<file path="src/hw/rtl/bmprle_pkg.sv">
// shared types and constants for the rle8 line boundary scanner
package bmprle_pkg;

  // field widths
  localparam int unsigned BYTE_W   = 8;
  localparam int unsigned WIDTH_W  = 16;
  localparam int unsigned PIX_W    = 17;
  localparam int unsigned BYTES_W  = 20;
  localparam int unsigned INDEX_W  = 16;
  localparam int unsigned OFFSET_W = 32;

  // saturation limits
  localparam logic [PIX_W-1:0]    PIX_MAX    = '1;
  localparam logic [BYTES_W-1:0]  BYTES_MAX  = '1;
  localparam logic [INDEX_W-1:0]  INDEX_MAX  = '1;
  localparam logic [OFFSET_W-1:0] OFFSET_MAX = '1;

  // width register value after reset
  localparam logic [WIDTH_W-1:0]  WIDTH_RESET = WIDTH_W'(1);

  // stream byte codes
  localparam logic [BYTE_W-1:0] CODE_ESCAPE = 8'h00;
  localparam logic [BYTE_W-1:0] CODE_DELTA  = 8'h02;
  localparam logic [BYTE_W-1:0] CODE_ABS    = 8'h03;

  // token parse phase
  typedef enum logic [1:0] {
    PH_FIRST  = 2'd0,
    PH_ESC    = 2'd1,
    PH_RUNVAL = 2'd2,
    PH_SKIP   = 2'd3
  } bmprle_phase_t;

  // one completed line
  typedef struct packed {
    logic [INDEX_W-1:0]  line_index;
    logic [BYTES_W-1:0]  line_bytes;
    logic [OFFSET_W-1:0] line_end_offset;
    logic                pixel_overrun;
  } bmprle_result_t;

endpackage

</file>
<file path="src/hw/rtl/bmprle_scan_core.sv">
// token parser and line counters, one stream byte per accepted transaction
module bmprle_scan_core (
  input  logic                             clk,
  input  logic                             rst_n,
  input  logic                             in_acc,
  input  logic [bmprle_pkg::BYTE_W-1:0]    stream_byte,
  input  logic                             start_image,
  input  logic [bmprle_pkg::WIDTH_W-1:0]   line_width,
  output logic                             res_valid,
  output bmprle_pkg::bmprle_result_t       res
);
  import bmprle_pkg::*;

  // parser and line state
  bmprle_phase_t       phase_r, phase_nxt;
  logic [BYTE_W-1:0]   skip_r, skip_nxt;
  logic [BYTE_W-1:0]   held_r, held_nxt;
  logic [PIX_W-1:0]    pix_r, pix_nxt;
  logic [BYTES_W-1:0]  bytes_r, bytes_nxt;
  logic [INDEX_W-1:0]  count_r, count_nxt;
  logic [OFFSET_W-1:0] offset_r, offset_nxt;
  logic                line_end;

  // next state for the byte at the input
  always_comb begin
    bmprle_phase_t       ph;
    logic [BYTE_W-1:0]   sk;
    logic [BYTE_W-1:0]   hd;
    logic [PIX_W-1:0]    px;
    logic [BYTES_W-1:0]  by;
    logic [INDEX_W-1:0]  ct;
    logic [OFFSET_W-1:0] of;
    logic [BYTE_W-1:0]   add_amt;
    logic [PIX_W:0]      pix_sum;
    logic                done;

    // start of image clears progress before this byte
    ph = start_image ? PH_FIRST : phase_r;
    sk = start_image ? '0 : skip_r;
    hd = start_image ? '0 : held_r;
    px = start_image ? '0 : pix_r;
    by = start_image ? '0 : bytes_r;
    ct = start_image ? '0 : count_r;
    of = start_image ? '0 : offset_r;

    // byte counters saturate
    if (by != BYTES_MAX) by = by + BYTES_W'(1);
    if (of != OFFSET_MAX) of = of + OFFSET_W'(1);

    add_amt = '0;
    done    = 1'b0;
    phase_nxt = ph;
    skip_nxt  = sk;
    held_nxt  = hd;

    unique case (ph)
      PH_FIRST: begin
        if (stream_byte != CODE_ESCAPE) begin
          held_nxt  = stream_byte;
          phase_nxt = PH_RUNVAL;
        end else begin
          phase_nxt = PH_ESC;
        end
      end
      PH_ESC: begin
        if (stream_byte >= CODE_ABS) begin
          // absolute run, data padded to even length, counter holds remaining minus one
          add_amt   = stream_byte;
          skip_nxt  = stream_byte[0] ? stream_byte : stream_byte - BYTE_W'(1);
          phase_nxt = PH_SKIP;
        end else if (stream_byte == CODE_DELTA) begin
          skip_nxt  = BYTE_W'(1);
          phase_nxt = PH_SKIP;
        end else begin
          done = 1'b1;
        end
      end
      PH_RUNVAL: begin
        add_amt  = hd;
        held_nxt = '0;
        done     = 1'b1;
      end
      PH_SKIP: begin
        if (sk == '0) done = 1'b1;
        else skip_nxt = sk - BYTE_W'(1);
      end
      default: begin
        phase_nxt = PH_FIRST;
      end
    endcase

    // pixel count saturates
    pix_sum = {1'b0, px} + (PIX_W+1)'(add_amt);
    px      = (pix_sum > {1'b0, PIX_MAX}) ? PIX_MAX : pix_sum[PIX_W-1:0];

    if (done) phase_nxt = PH_FIRST;
    line_end = done && (px >= PIX_W'(line_width));

    // result fields
    res.line_index      = ct;
    res.line_bytes      = by;
    res.line_end_offset = of;
    res.pixel_overrun   = (px > PIX_W'(line_width));

    if (line_end) begin
      if (ct != INDEX_MAX) ct = ct + INDEX_W'(1);
      px = '0;
      by = '0;
    end

    pix_nxt    = px;
    bytes_nxt  = by;
    count_nxt  = ct;
    offset_nxt = of;
  end

  assign res_valid = in_acc && line_end;

  // state update on each accepted byte
  always_ff @(posedge clk) begin
    if (!rst_n) begin
      phase_r  <= PH_FIRST;
      skip_r   <= '0;
      held_r   <= '0;
      pix_r    <= '0;
      bytes_r  <= '0;
      count_r  <= '0;
      offset_r <= '0;
    end else if (in_acc) begin
      phase_r  <= phase_nxt;
      skip_r   <= skip_nxt;
      held_r   <= held_nxt;
      pix_r    <= pix_nxt;
      bytes_r  <= bytes_nxt;
      count_r  <= count_nxt;
      offset_r <= offset_nxt;
    end
  end

  // a line end restarts pixel and byte counts
  a_line_clears: assert property (@(posedge clk) disable iff (!rst_n)
    res_valid |=> (pix_r == '0) && (bytes_r == '0) && (phase_r == PH_FIRST))
    else $error("line end did not clear line progress");

  // a run count is only held while waiting for its run value byte
  a_held_phase: assert property (@(posedge clk) disable iff (!rst_n)
    (held_r != '0) |-> (phase_r == PH_RUNVAL))
    else $error("run count held outside run value phase");

  // the running offset advances on each accepted byte within an image
  a_offset_grows: assert property (@(posedge clk) disable iff (!rst_n)
    (in_acc && !start_image && offset_r != OFFSET_MAX) |=> (offset_r == $past(offset_r) + 1'b1))
    else $error("running offset did not advance");

endmodule

</file>
<file path="src/hw/rtl/bmp_rle8_line_boundary_scanner.sv">
// top level: config register, scan core and output skid buffer
//
//   channel  dir  handshake              payload
//   in       in   in_valid / in_ready    in_stream_byte[7:0], in_start_image
//   out      out  out_valid / out_ready  out_line_index, out_line_bytes,
//                                        out_line_end_offset, out_pixel_overrun
//   cfg      in   cfg_valid / cfg_ready  cfg_line_width[15:0]
//
// one stream byte per cycle while in_ready is high; a line result is registered
// into the output register, or into the skid entry if the output stalls.
// the output register plus one skid entry let input continue while a result
// waits; input stalls only when both hold results.
// synchronous active-low reset: parser idle, counters zero, width 1.
// cfg_ready is always high.
module bmp_rle8_line_boundary_scanner (
  input  logic                                clk,
  input  logic                                rst_n,
  input  logic                                in_valid,
  output logic                                in_ready,
  input  logic [bmprle_pkg::BYTE_W-1:0]       in_stream_byte,
  input  logic                                in_start_image,
  output logic                                out_valid,
  input  logic                                out_ready,
  output logic [bmprle_pkg::INDEX_W-1:0]      out_line_index,
  output logic [bmprle_pkg::BYTES_W-1:0]      out_line_bytes,
  output logic [bmprle_pkg::OFFSET_W-1:0]     out_line_end_offset,
  output logic                                out_pixel_overrun,
  input  logic                                cfg_valid,
  output logic                                cfg_ready,
  input  logic [bmprle_pkg::WIDTH_W-1:0]      cfg_line_width
);
  import bmprle_pkg::*;

  logic [WIDTH_W-1:0] width_r;
  logic               in_acc;
  logic               res_valid;
  bmprle_result_t     res;
  logic               out_valid_r;
  bmprle_result_t     out_r;
  logic               skid_valid_r;
  bmprle_result_t     skid_r;
  logic               pop;

  // config register
  assign cfg_ready = 1'b1;

  always_ff @(posedge clk) begin
    if (!rst_n) begin
      width_r <= WIDTH_RESET;
    end else if (cfg_valid && cfg_ready) begin
      width_r <= cfg_line_width;
    end
  end

  // input transaction
  assign in_ready = !skid_valid_r;
  assign in_acc   = in_valid && in_ready;

  bmprle_scan_core u_core (
    .clk         (clk),
    .rst_n       (rst_n),
    .in_acc      (in_acc),
    .stream_byte (in_stream_byte),
    .start_image (in_start_image),
    .line_width  (width_r),
    .res_valid   (res_valid),
    .res         (res)
  );

  // output register with one skid entry
  assign pop = out_valid_r && out_ready;

  always_ff @(posedge clk) begin
    if (!rst_n) begin
      out_valid_r  <= 1'b0;
      skid_valid_r <= 1'b0;
    end else if (pop || !out_valid_r) begin
      if (skid_valid_r) begin
        out_valid_r  <= 1'b1;
        skid_valid_r <= 1'b0;
      end else begin
        out_valid_r <= res_valid;
      end
    end else if (res_valid) begin
      skid_valid_r <= 1'b1;
    end
  end

  always_ff @(posedge clk) begin
    if (pop || !out_valid_r) begin
      if (skid_valid_r) out_r <= skid_r;
      else if (res_valid) out_r <= res;
    end else if (res_valid) begin
      skid_r <= res;
    end
  end

  assign out_valid           = out_valid_r;
  assign out_line_index      = out_r.line_index;
  assign out_line_bytes      = out_r.line_bytes;
  assign out_line_end_offset = out_r.line_end_offset;
  assign out_pixel_overrun   = out_r.pixel_overrun;

  // skid entry is only used behind a full output register
  a_skid_behind_out: assert property (@(posedge clk) disable iff (!rst_n)
    skid_valid_r |-> out_valid_r)
    else $error("skid entry valid with empty output register");

  // a new result against a stalled output goes to the skid entry
  a_no_lost_result: assert property (@(posedge clk) disable iff (!rst_n)
    (res_valid && out_valid_r && !out_ready) |=> skid_valid_r)
    else $error("result dropped while output stalled");

  // a waiting skid entry moves to the output when the output is taken
  a_skid_drains: assert property (@(posedge clk) disable iff (!rst_n)
    (skid_valid_r && pop) |=> (out_valid_r && !skid_valid_r))
    else $error("skid entry did not drain");

endmodule
</file>
<file path="config.mk">
export PLATFORM = sky130hd
export DESIGN_NAME = bmp_rle8_line_boundary_scanner
export DESIGN_NICKNAME = d
export VERILOG_FILES = /design/src/hw/rtl/bmprle_pkg.sv /design/src/hw/rtl/bmprle_scan_core.sv /design/src/hw/rtl/bmp_rle8_line_boundary_scanner.sv
export SDC_FILE = /design/constraint.sdc
export NUM_CORES = 1
export LEC_CHECK = 0
export BUFFER_PORTS_ARGS = -buffer_cell sky130_fd_sc_hd__buf_2
export CORE_ASPECT_RATIO = 2
export CORE_MARGIN = 2
export CORE_UTILIZATION = 55
export DETAILED_ROUTE_END_ITERATION = 8
export GPL_TIMING_DRIVEN = 0
export PLACE_DENSITY_LB_ADDON = 0.05
export SYNTH_ARGS = -nofsm -noshare
export SYNTH_HDL_FRONTEND = slang
export SYNTH_SLANG_ARGS = --single-unit
</file>
<file path="constraint.sdc">
create_clock -name clk -period 14.3 [get_ports clk]
set_input_delay 4.29 -clock clk [delete_from_list [all_inputs] [get_ports clk]]
set_output_delay 4.29 -clock clk [all_outputs]
set_load 0.02 [all_outputs]
</file>
Yosys cells after proc, flatten, opt, wreduce, memory -nomap -nowiden
Cells that the tools add are included.
- register bits: 259
- latch bits: 0
- RAM bits: 0
- bits in read-only memories: 0
- input port bits: 30
- output and inout bits: 72
- logic and storage cells: 86
- memories kept: 0
- add/subtract/negate cells: 6
- multiply operators: 0
- divide/modulo/power cells: 0
- $lt $le $gt $ge: 4
- eq/ne operators: 7
- shift operators: 0
- multiplexer cells: 35
- bitwise operators: 2
- reduce and logical (&&, ||, !) cells: 14
- operator list (kind ; number):
    two-way mux 69 bit ; 2
    two-way mux 32 bit ; 2
    two-way mux 8 bit ; 8
    two-way mux 20 bit ; 3
    two-way mux 17 bit ; 3
    two-way mux 16 bit ; 3
    one-hot mux 8 bit (2 select lines) ; 3
    adder 32 x 1 -> 32 bit (second input constant) ; 1
    != test 32 bit (second input constant) ; 1
    adder 20 x 1 -> 20 bit (second input constant) ; 1
    != test 20 bit (second input constant) ; 1
    adder 17 x 8 -> 18 bit ; 1
    greater-than comparator 18 x 17 -> 1 bit (second input constant) ; 1
    greater-or-equal comparator 17 x 16 -> 1 bit ; 1
    greater-than comparator 17 x 16 -> 1 bit ; 1
    adder 16 x 1 -> 16 bit (second input constant) ; 1
    != test 16 bit (second input constant) ; 1
    subtractor 8 x 1 -> 8 bit (second input constant) ; 2
    two-way mux 2 bit ; 5
    == test 8 x 2 -> 1 bit (second input constant) ; 1
    greater-or-equal comparator 8 x 2 -> 1 bit (second input constant) ; 1
    zero test 8 bit ; 1
    nonzero test 8 bit ; 1
    == test 2 bit (second input constant) ; 2
    12 further kinds ; 21

Depth between registers and ports, before layout
- word-level depth: 11
- depth in mapped cells: 30
- mapped depth without buffers: 24

By module
From an unflattened synthesis, not the netlist that was laid out.
- cell total of the unflattened synthesis: 1291
- area, all modules: 13580.5 µm²
- modules (own cells, without submodules) (module ; instances ; cells each ; area each (µm²) ; sequential area each (µm²)):
    bmprle_scan_core ; 1 ; 1013 ; 7557.2 ; 2062.0
    bmp_rle8_line_boundary_scanner ; 1 ; 278 ; 6023.3 ; 4504.3

Least setup slack after synthesis
Ideal clock, no wire load.
- kind: input-to-reg
- from: input port in_start_image
- to: register skid_r[0] (netlist name) (enable)
- library setup time: 0.581 ns
- data arrival time: 13.320 ns
- data required time: 13.719 ns
- slack: 0.399 ns
- stages on the path: 26
- path buffers: 3
- cells stage by stage: buf_2 clkinv_1 clkbuf_1 nand2_1 inv_1 ha_1 nor2b_1 clkbuf_1 a22oi_1 nor2b_1 ha_1 inv_1 fa_1 nand2b_1 a21oi_1 o21ai_0 nor2_1 xnor2_1 o21ai_0 ha_1 nand4_1 or2_2 nor3_1 o21bai_1 nor4b_1 nor3_1
- longest elaborated chain between the ends: 10
- elaborated cells on any way between the ends: 18
- those cells by class: add/sub: 1; order compare: 2; eq/ne: 3; mux: 8; reduce/logical: 4
- ends and longest elaborated chain (item ; line ; RTL):
    start: declaration ; bmp_rle8_line_boundary_scanner.sv:21 ; input logic in_start_image,
    two-way mux 2 bit ; bmprle_scan_core.sv:38 ; ph = start_image ? PH_FIRST : phase_r;
    == test 2 bit or == test 2 x 1 -> 1 bit (tied branches) ; bmprle_scan_core.sv:56 ; unique case (ph)
    one-hot mux 8 bit (2 select lines) ; bmprle_scan_core.sv:56 ;
    adder 17 x 8 -> 18 bit ; bmprle_scan_core.sv:93 ; pix_sum = {1'b0, px} + (PIX_W+1)'(add_amt);
    greater-than comparator 18 x 17 -> 1 bit ; bmprle_scan_core.sv:94 ; px = (pix_sum > {1'b0, PIX_MAX}) ? PIX_MAX : pix_sum[PIX_W-1:0];
    two-way mux 17 bit ; bmprle_scan_core.sv:94 ;
    greater-or-equal comparator 17 x 16 -> 1 bit ; bmprle_scan_core.sv:97 ; line_end = done && (px >= PIX_W'(line_width));
    logical AND 1 bit (*) ; bmprle_scan_core.sv:97 ;
    logical AND 1 bit (*) ; bmprle_scan_core.sv:117 ; assign res_valid = in_acc && line_end;
    AND reduction 2 bit (no source line) (*) ; n/a ;
    end signal: assignment ; bmp_rle8_line_boundary_scanner.sv:94 ; skid_r <= res;
    end: declaration ; bmp_rle8_line_boundary_scanner.sv:41 ; bmprle_result_t skid_r;
Every way passes the cells marked *; elsewhere a longest branch is shown, timed or not.
A chain may end at the register's enable or synchronous reset.

Final worst setup path
- from: input port in_start_image
- to: register skid_r[15] (netlist name) (enable)
Same word-level chain as after synthesis.

==> run summary <==
status -> finished, final reports clean
Filler cells -> 2068
static leakage power -> 0.00529 uW
setup repair bufs after CTS -> 0
sequential area share after synthesis -> 0.494
design area -> 15200 um^2
Clock Pin Slew Worst Setup and Hold Paths -> 0.07 ns
fin. max-slew vios -> 0
Yosys top cell area share -> 0.312
die height -> 224 um
Worst Path Arrival -> 12.68 ns
Worst Path Buf+Inv -> 12
final setup fails -> 0
CTS tree -> yes
CP Max Fanout -> 13
pwr/cell area -> 104 nW/um^2
RSZ-0062 raised after global routing -> false
First-pass DRT Iterations -> 5
Adder-Cell Fraction of Synth Area -> 0.0363
DR vias/cell -> 6.06
simple-gate share of the synthesized area -> 0.201
Detailed Place HPWL -> 28200 um
drt initial violations -> 729
core area -> 23800 um^2
Hold/Removal Path Class -> reg -> reg
largest family of logic cells by synthesized area -> simple AND/OR/NAND/NOR gates
post-placement setup slack -> 1.17 ns
RePlAce Congestion -> 0.982
DR DRC count -> 0
VDD IR-drop max -> 0.108 mV
Initial Utilization -> 0.558
FP Rows -> 80
Worst path slowest cell -> nor3_2
Finished Core Util -> 0.636
final hold violations -> 0
Yosys warning count -> 0
pin count of the biggest net entering global routing -> 37
Post-CTS Resized -> 0
share of cells above drive strength 1 -> 0.146
initial antenna violation count -> 0
GR Util All Layers -> 0.291
Mean Syn Cell Area -> 9.75 um^2
Final min period -> 12.44 ns
Critical Path Sink Type -> flop
worst skew pair latency -> 0.54 ns
Worst EP required -> 14.54 ns
Synth Area in Compound Gates -> 0.150
H-tree Lvls -> 1
WP depth -> 27
Die X -> 114 um
maximum clock frequency -> 0.0804 GHz
mux contribution to synthesized area -> 0.0403
most frequently used flop master after synthesis -> edfxtp_1
nets -> 1566
Period Utilization, post-route -> 0.870
Crit Path Class -> in -> reg
vias in the first global route -> 10.9k
cell count after synthesis -> 1365
P&R area growth vs syn -> 13.9%
first-pass GRT wire length -> 57500 um
final setup skew -> 0.0156 ns
CP top delay family -> buffers and inverters
final setup margin -> 1.86 ns
drt wl/cell -> 20.6 um
grt ovf -> 0
Slew Limit Headroom -> 0.343
worst-margin pin slew -> 0.986 ns
Antenna Nets Post-Route -> 0
Boundary Pins -> 102
Longest Clk Path Bufs -> 3
leading area contributor after synthesis -> edfxtp_1
Total Routed Length -> 37200 um
CTS Hold Buffers Added -> 0
Netlist Area Pre-Place -> 13300 um^2
total CTS buffers -> 24
Unique masters post-synth -> 82
Critical Path Max Stage Delay -> 0.77 ns
most instantiated cells after synthesis -> nand2_1, edfxtp_1, dfxtp_1
Crit path top cell by count -> buf_2
max_cap viols -> 0
Setup crit start kind -> primary input
Post-Syn Nets -> 1433
Root Driver -> clkbuf_16
Post-synth EDFFs -> 138
DP Area -> 14300 um^2
Synth Area in XOR/XNOR -> 0.0402
clock sink count -> 259
via count -> 10.9k
hold path depth -> 2
die area -> 25500 um^2
ys async rst share -> 0
top-count cell post-synth -> nand2_1
n_diodes -> 0
Synth area leaders -> edfxtp_1, dfxtp_1, nand2_1
port bufs -> 98
flip-flop and latch count after synthesis -> 259
worst-case reg-to-reg path depth -> 25
[sequential cells by signal, summed over array words and instances, names as in the netlist, 2 cells and up]
signal	count
u_core.skip_r	8
u_core.pix_r	17
u_core.count_r	16
width_r	16
out_line_end_offset	32
u_core.bytes_r	20
u_core.held_r	8
u_core.offset_r	32
out_line_index	16
out_line_bytes	20
skid_r	69
u_core.phase_r	2
[power by group]
part	leakage (uW)	switching, uW	internal [uW]
clock	0.000424	286	421
combinational	0.00286	57.3	24.2
sequential	0.00201	3.94	781
[final timing paths]
kind                                       start                           end  slack [ns]
hold reg to reg     u_core.pix_r[0]$_SDFFE_PN0P_  u_core.pix_r[0]$_SDFFE_PN0P_        0.45
setup / recovery                  in_start_image          skid_r[15]$_DFFE_PP_        1.86
setup reg to reg  u_core.phase_r[0]$_SDFFE_PN0P_          skid_r[15]$_DFFE_PP_        6.98
hold / removal      u_core.pix_r[0]$_SDFFE_PN0P_  u_core.pix_r[0]$_SDFFE_PN0P_        0.45
[routing by layer]
metal  vias up  global-route usage  routed length, um
li1       5233                   -                  -
met1      5181               0.296              13300
met2       381               0.546              19800
met3       134              0.0330               1620
met4         0               0.189               2430
met5         -                   0                  0
[worst reg2reg max path, stage by stage, from the launching register on]
cell      delay, ns
dfxtp_1        0.47
nand2_1        0.21
inv_1          0.23
ha_1           0.29
clkbuf_1       0.40
a22oi_1        0.17
nor2b_1        0.16
ha_1           0.31
a21o_1         0.22
a21oi_1        0.25
a21o_1         0.24
a21oi_1        0.14
nand2_1        0.15
clkbuf_1       0.45
o21ai_0        0.26
ha_1           0.36
nand4_1        0.13
or2_2          0.34
a311oi_1       0.33
nor4_1         0.15
nor4b_1        0.20
clkbuf_2       0.19
nor3_2         0.77
buf_6          0.26
buf_6          0.17
buf_6          0.18
[cell usage in the layout, fill, tap and decap left out, types with 9 or more instances in the layout]
cell type  netlist  routed
clkbuf_1        49      52
nor3_1          32      31
a22oi_1         21      21
nand2_1        176     176
xnor2_1         42      42
mux2i_1         22      22
nor2b_1         43      42
ha_1            37      37
buf_1           10      10
nand3_1         48      48
a211oi_1        11      11
inv_1           42      42
or3_1            9       9
nor2_1         116     116
nand4_1         23      23
and3_1          23      23
a22o_1          34      34
o31ai_1         28      28
edfxtp_1       138     138
buf_2           10     108
o21ai_0         69      69
a21oi_1         54      54
mux2_2          28      28
clkbuf_16        0      25
xor2_1          19      19
a31oi_1         13      13
dfxtp_1        121     121
nor4_1          12      12
buf_6            5      10
[cells by family (layout without fill, tap and decap cells)]
group / Yosys count / in the layout
DFF: 259 / 259
and+or+nand+nor: 542 / 542
muxes: 50 / 50
other: 1 / 1
adders and majority gates: 38 / 38
xor gates and xnor gates: 61 / 61
buffers and inverters: 121 / 272
AOI/OAI and AO/OA: 293 / 293
[area by class of cell]
class	count	area, um^2	area share
Timing Repair Buffer	107	614	0.0405
Clock buffer	30	664	0.0438
Tap cell	287	359	0.0237
Sequential cell	259	6570	0.433
Clock inverter	14	200	0.0132
Buffer	77	348	0.0230
Inverter	44	165	0.0109
Multi-Input combinational cell	985	6240	0.412
[metrics by stage]
stage / hold slack (ns) / instances / power (uW) / setup TNS [ns]
detailed placement: 0.448 / 1758 / 882 / 0
global placement: 0.440 / 1750 / 881 / -427.98
floorplan: 0.421 / 1365 / 850 / 0
global route: 0.503 / 1803 / 1610 / 0
finish: 0.454 / 1803 / 1570 / 0
CTS: 0.458 / 1802 / 1580 / 0
Power figures use the tool's default switching activity.
